[src/rtl/core/vcrs_pkg.sv]
// ----------------------------------------------------------------------------
// vcrs_pkg: shared types, constants and microcode for the current shaper
// Control word layout, register map, status codes and the step program.
// ----------------------------------------------------------------------------
package vcrs_pkg;

	localparam int WHEEL_COUNT = 6;
	localparam int WHEEL_IDX_W = (WHEEL_COUNT > 1) ? $clog2(WHEEL_COUNT) : 1;

	localparam int CFG_INDEX_W = 3;
	localparam int CFG_DATA_W  = 12;
	localparam int POS_W       = 12;
	localparam int MA_W        = 10;

	localparam int VALUE_W = 16;
	localparam int ABS_W   = VALUE_W + 1;
	localparam int ACC_W   = 40;
	localparam int P_W     = 20;
	localparam int PROD_W  = 60;
	localparam int REF_W   = 18;
	localparam int CUR_W   = 11;
	localparam int PC_W    = 4;

	localparam int FRAC_SHIFT    = 12;
	localparam int OUT_SHIFT     = 44;
	localparam int PERCENT_SCALE = 25;

	// flow thresholds on |Q2.14| value: zero below 0.025, full above 0.97
	localparam int FLOW_ONE      = 16384;
	localparam int FLOW_ZERO_ABS = (FLOW_ONE + 39) / 40;
	localparam int FLOW_SAT_ABS  = (97 * FLOW_ONE) / 100;

	localparam logic signed [ACC_W-1:0] COEF_K1 = 40'sd50361;
	localparam logic signed [ACC_W-1:0] COEF_K2 = -40'sd8975690;
	localparam logic signed [ACC_W-1:0] COEF_K3 = 40'sd440649283;
	localparam logic signed [ACC_W-1:0] COEF_K4 = 40'sd9646472196;

	localparam logic signed [PROD_W-1:0] TRUNC_BIAS = (PROD_W'(1) <<< OUT_SHIFT) - PROD_W'(1);

	localparam logic [POS_W-1:0] RST_POS_LOW  = 12'd100;
	localparam logic [POS_W-1:0] RST_POS_HIGH = 12'd490;
	localparam logic [MA_W-1:0]  RST_LIMIT    = 10'd400;
	localparam logic [MA_W-1:0]  RST_DEADBAND = 10'd400;
	localparam logic [MA_W-1:0]  RST_FULL     = 10'd400;

	typedef enum logic [CFG_INDEX_W-1:0] {
		CFG_ACTUATE_ENABLE  = 3'd0,
		CFG_POS_LIMIT_EN    = 3'd1,
		CFG_POS_LOW_LIMIT   = 3'd2,
		CFG_POS_HIGH_LIMIT  = 3'd3,
		CFG_CURRENT_LIMIT   = 3'd4,
		CFG_DEADBAND_OFFSET = 3'd5,
		CFG_FLOW_FULL       = 3'd6
	} cfg_reg_t;

	typedef enum logic [1:0] {
		UNIT_FLOW     = 2'd0,
		UNIT_VELOCITY = 2'd1,
		UNIT_MA       = 2'd2,
		UNIT_INVALID  = 2'd3
	} unit_t;

	typedef enum logic {
		ACTION_SET   = 1'b0,
		ACTION_DRIVE = 1'b1
	} action_t;

	typedef enum logic [1:0] {
		ST_OK     = 2'd0,
		ST_SAT    = 2'd1,
		ST_REJECT = 2'd2
	} status_t;

	typedef struct packed {
		logic             actuate_enable;
		logic             position_limit_enable;
		logic [POS_W-1:0] position_low_limit;
		logic [POS_W-1:0] position_high_limit;
		logic [MA_W-1:0]  current_limit;
		logic [MA_W-1:0]  deadband_offset;
		logic [MA_W-1:0]  flow_full_current;
	} cfg_t;

	typedef enum logic [3:0] {
		OP_NOP        = 4'd0,
		OP_INIT       = 4'd1,
		OP_MUL        = 4'd2,
		OP_ADD_K2     = 4'd3,
		OP_ADD_K3     = 4'd4,
		OP_ADD_K4     = 4'd5,
		OP_REF_POLY   = 4'd6,
		OP_REF_DIRECT = 4'd7,
		OP_SAT_STORE  = 4'd8,
		OP_ACTUATE    = 4'd9,
		OP_REJECT     = 4'd10
	} op_t;

	typedef enum logic [2:0] {
		C_NONE      = 3'd0,
		C_ALWAYS    = 3'd1,
		C_NOT_START = 3'd2,
		C_REJECT    = 3'd3,
		C_ACTUATE   = 3'd4,
		C_NOT_POLY  = 3'd5
	} cond_t;

	typedef struct packed {
		op_t             op;
		cond_t           cond;
		logic [PC_W-1:0] target;
	} ctrl_word_t;

	typedef struct packed {
		logic reject;
		logic actuate;
		logic not_poly;
	} flags_t;

	localparam logic [PC_W-1:0] STEP_IDLE       = 4'd0;
	localparam logic [PC_W-1:0] STEP_REF_DIRECT = 4'd12;
	localparam logic [PC_W-1:0] STEP_SAT_STORE  = 4'd13;
	localparam logic [PC_W-1:0] STEP_ACTUATE    = 4'd14;
	localparam logic [PC_W-1:0] STEP_REJECT     = 4'd15;

	function automatic ctrl_word_t ucode_rom(input logic [PC_W-1:0] pc);
		ctrl_word_t w;
		w = '{op: OP_NOP, cond: C_NONE, target: STEP_IDLE};
		case (pc)
			4'd0:  w = '{op: OP_NOP,        cond: C_NOT_START, target: STEP_IDLE};
			4'd1:  w = '{op: OP_NOP,        cond: C_REJECT,    target: STEP_REJECT};
			4'd2:  w = '{op: OP_NOP,        cond: C_ACTUATE,   target: STEP_ACTUATE};
			4'd3:  w = '{op: OP_INIT,       cond: C_NOT_POLY,  target: STEP_REF_DIRECT};
			4'd4:  w = '{op: OP_MUL,        cond: C_NONE,      target: STEP_IDLE};
			4'd5:  w = '{op: OP_ADD_K2,     cond: C_NONE,      target: STEP_IDLE};
			4'd6:  w = '{op: OP_MUL,        cond: C_NONE,      target: STEP_IDLE};
			4'd7:  w = '{op: OP_ADD_K3,     cond: C_NONE,      target: STEP_IDLE};
			4'd8:  w = '{op: OP_MUL,        cond: C_NONE,      target: STEP_IDLE};
			4'd9:  w = '{op: OP_ADD_K4,     cond: C_NONE,      target: STEP_IDLE};
			4'd10: w = '{op: OP_MUL,        cond: C_NONE,      target: STEP_IDLE};
			4'd11: w = '{op: OP_REF_POLY,   cond: C_ALWAYS,    target: STEP_SAT_STORE};
			4'd12: w = '{op: OP_REF_DIRECT, cond: C_NONE,      target: STEP_IDLE};
			4'd13: w = '{op: OP_SAT_STORE,  cond: C_ALWAYS,    target: STEP_IDLE};
			4'd14: w = '{op: OP_ACTUATE,    cond: C_ALWAYS,    target: STEP_IDLE};
			4'd15: w = '{op: OP_REJECT,     cond: C_ALWAYS,    target: STEP_IDLE};
			default: w = '{op: OP_NOP, cond: C_ALWAYS, target: STEP_IDLE};
		endcase
		return w;
	endfunction

endpackage

[src/rtl/core/vcrs_sequencer.sv]
// ----------------------------------------------------------------------------
// vcrs_sequencer: step counter and microcode table
// Fetches one control word per step and resolves conditional jumps.
// ----------------------------------------------------------------------------
module vcrs_sequencer import vcrs_pkg::*; (
	input  logic       clk,
	input  logic       arst_n,
	input  logic       start,
	input  flags_t     flags,
	output logic       busy,
	output ctrl_word_t ctrl
);

	logic [PC_W-1:0] pc_q;
	logic            take;

	assign ctrl = ucode_rom(pc_q);
	assign busy = (pc_q != STEP_IDLE);

	always_comb begin
		case (ctrl.cond)
			C_NONE:      take = 1'b0;
			C_ALWAYS:    take = 1'b1;
			C_NOT_START: take = !start;
			C_REJECT:    take = flags.reject;
			C_ACTUATE:   take = flags.actuate;
			C_NOT_POLY:  take = flags.not_poly;
			default:     take = 1'b1;
		endcase
	end

	always_ff @(posedge clk or negedge arst_n) begin
		if (!arst_n) begin
			pc_q <= STEP_IDLE;
		end else if (take) begin
			pc_q <= ctrl.target;
		end else begin
			pc_q <= pc_q + PC_W'(1);
		end
	end

	a_accept_busy: assert property (@(posedge clk) disable iff (!arst_n)
		start && !busy |=> busy)
		else $error("transaction accepted but sequencer stayed idle");

	a_rose_busy: assert property (@(posedge clk) disable iff (!arst_n)
		$rose(busy) |-> $past(start))
		else $error("sequencer left idle without start");

	a_last_step: assert property (@(posedge clk) disable iff (!arst_n)
		busy && ctrl.cond == C_ALWAYS && ctrl.target == STEP_IDLE |=> !busy)
		else $error("final step did not return to idle");

endmodule

[config.mk]
export PLATFORM = sky130hd
export DESIGN_NAME = vcrs_sequencer
export DESIGN_NICKNAME = d
export VERILOG_FILES = /design/src/rtl/core/vcrs_pkg.sv /design/src/rtl/core/vcrs_sequencer.sv
export SDC_FILE = /design/constraint.sdc
export NUM_CORES = 1
export LEC_CHECK = 0
export ABC_AREA = 1
export BUFFER_PORTS_ARGS = -buffer_cell sky130_fd_sc_hd__buf_2
export CAP_MARGIN = 20
export CORE_AREA = 3 3 40 42
export DETAILED_ROUTE_END_ITERATION = 12
export DIE_AREA = 0 0 43 45
export PLACE_DENSITY = 0.68
export SYNTH_ARGS = -nofsm -noshare
export SYNTH_HDL_FRONTEND = slang
export SYNTH_SLANG_ARGS = --single-unit
[constraint.sdc]
create_clock -name clk -period 3.82 [get_ports clk]
set_clock_uncertainty 0.1 [all_clocks]
set_input_delay 0.382 -clock clk [delete_from_list [all_inputs] [get_ports clk]]
set_output_delay 0.382 -clock clk [all_outputs]
set_load 0.05 [all_outputs]
==> reports/metrics.yaml <==
drt:
  drt_iter0_markers: 6
  firstDrtPassIters: 3
  drc_errors: 0
  wl_per_cell_um: 10.99
  ant_nets: 0
  route.vias.total: 546
  wl_mm: 1.198
  viasPerCell: 5.009
clocking:
  h-tree-depth: 1
  cts_tree: "built"
  clkSinkCount: 4
  path_clk_slew_ns: 0.04
  post_cts_resized: 0
  cts_inserted_buffers: 3
  post_cts_buffers: 0
  clockBufferDepth: 2
  root_buffer: "clkbuf_4"
  hold_buffers: 1
  insertion_delay_ns: 0.23
synthesis:
  syn_area_um2: 556.8
  synth_common_cells: "nand2_1, nor2_1, ha_1, nand4_1, inv_1"
  synth.net_count: 91
  synth.most_common_cell: "nand2_1"
  netlist_instances: 77
  seq_area_frac_synth: 0.1798
  ys_seq_elements: 4
  synth_ff_type: "dfrtp_1"
  async_flop_share: 1.000
  synth-edff-count: 0
  synth.avg_cell_area_um2: 7.231
  synthTopCellsByArea: "dfrtp_1, ha_1, nand4_1, nand2_1, nor2_1"
  ys_warn_count: 0
  synth_top_cell_area_share: 0.1798
  ys_types: 24
  synth_top_area_cell: "dfrtp_1"
global_route:
  grt_pass1_wl_mm: 2.194
  grt_max_degree: 13
  grt-ovfl-total: 0
  grt_usage: 0.1472
  grt_pass1_vias: 518
  antenna_found_initial: 0
timing:
  grt_setup_unrepaired: "no"
  setup_viol: 0
  max-slew-margin-rel: 0.7467
  fmax_mhz: 420.2
  fin_crit_ns: 2.380
  hold_viol: 0
  drv_slew: 0
  final.period_utilization: 0.6229
  hold_slack_ns: 0.3876
  setup_ws_ns: 1.440
  totalNegativeSetupSlack_ns: 0
  worst_pin_slew_ns: 0.3800
worst_setup_path:
  startpoint: "pc_q[0]"
  cp.arrival_ns: 1.90
  crit_buf_inv: 2
  cp-start-kind: "flop"
  crit_family: "flip-flops"
  path_cells: "inv_2 > ha_1 > or2_1 > o221ai_1 > nand3_1 > buf_2"
  crit_path_max_fanout: 10
  critPathKind: "flop to primary output"
  r2r_start: "pc_q[0]"
  cp.required_ns: 3.34
  endpoint_kind: "primary output"
  slowest_delay_ns: 0.54
  crit_path_top_delay_cell: "dfrtp_1"
die:
  die_h_um: 45
  core_um2: 1285
  initial_core_util: 0.4333
  rows: 13
  io_pins: 18
  die_w_um: 43
  dieArea_um2: 1935
cells_and_area:
  layout.nets: 110
  diodes: 0
  largest-register: "pc_q"
  fillers: 139
  area_growth_pct: 17.75
  final_layout_size_suffix_gt1_frac: 0.3511
  top_regs: "pc_q (4)"
  largest_reg_flops: 4
place:
  io_buffer_count: 17
  place_congestion: 0.7683
  place_hpwl_um: 976.5
  post-place-ws_ns: 1.692
flow_run:
  max-cap-violations: 0
hold_path:
  hold_path_class: "input port to async pin"
outcome:
  status: "finished clean"
## cell usage in the layout, fill, tap and decap left out, drive strengths merged
| cell type | n |
|---|---|
| buf | 17 |
| nor2 | 15 |
| nand2 | 12 |
| inv | 11 |
| ha | 8 |
| nand4 | 8 |
| nand3 | 5 |
| dfrtp | 4 |
| clkbuf | 3 |
| a21oi | 2 |
| o21ai | 2 |
| o22ai | 1 |
| or2 | 1 |
| o211ai | 1 |
| o31ai | 1 |
| o221ai | 1 |
| xor2 | 1 |
| dlygate4sd3 | 1 |
## logic make-up (layout without fill, tap and decap cells)
logic type | after synthesis | after routing | synth area share
AOI/OAI and AO/OA | 8 | 8 | 0.08991
xor gates and xnor gates | 1 | 1 | 0.01573
adders and majority gates | 8 | 8 | 0.1798
buffers and inverters | 15 | 32 | 0.1505
DFF | 4 | 4 | 0.1798
and+or+nand+nor | 41 | 41 | 0.3843
## worst reg2reg max path: cells and delay by family, from the launching register on
kind | cells | cell delay (ns)
flip-flops | 1 | 0.54
adder cells (fa/ha/maj) | 1 | 0.27
AO/OA/AOI/OAI | 1 | 0.19
buffers and inverters | 1 | 0.12
AND/OR/NAND/NOR | 4 | 0.40
## layer usage
metal,vias to the layer above,GRT usage,wire [µm]
li1,287,-,-
met1,246,0.1951,585
met2,11,0.2515,554
met3,2,0.02390,44
met4,0,0.03614,13
met5,-,0,0
## layout make-up
type	instances	area, µm²	area share
inverter	11	46.29	0.07061
multi-input combinational	58	372.9	0.5687
timing repair buffer	18	95.09	0.1450
sequential	4	100.1	0.1527
tap	15	18.77	0.02863
clock buffer	3	22.52	0.03435
## metrics by stage
| step | instance area (µm²) | std cells | utilization |
|---|---|---|---|
| finish | 655.6 | 109 | 0.5102 |
| global route | 655.6 | 109 | 0.5102 |
| CTS | 655.6 | 109 | 0.5102 |
| detailed placement | 623.1 | 105 | 0.4849 |
| global placement | 623.1 | 105 | 0.4849 |
| floorplan | 556.8 | 77 | - |
## worst paths after layout
| path | end | slack, ns | cells after the start |
|---|---|---|---|
| min in group clk | pc_q[0] | 0.49 | 5 |
| max in group asynchronous | pc_q[0] | 3.11 | 2 |
| hold / removal | pc_q[2] | 0.39 | 2 |
| hold reg to reg | pc_q[1] | 0.72 | 3 |
| setup / recovery | ctrl[7] | 1.44 | 6 |
| setup reg to reg | pc_q[3] | 2.13 | 7 |
Power is left out: the tool's default activity adds up to more than one toggle a clock period on the data nets, which glitch-free logic cannot reach.
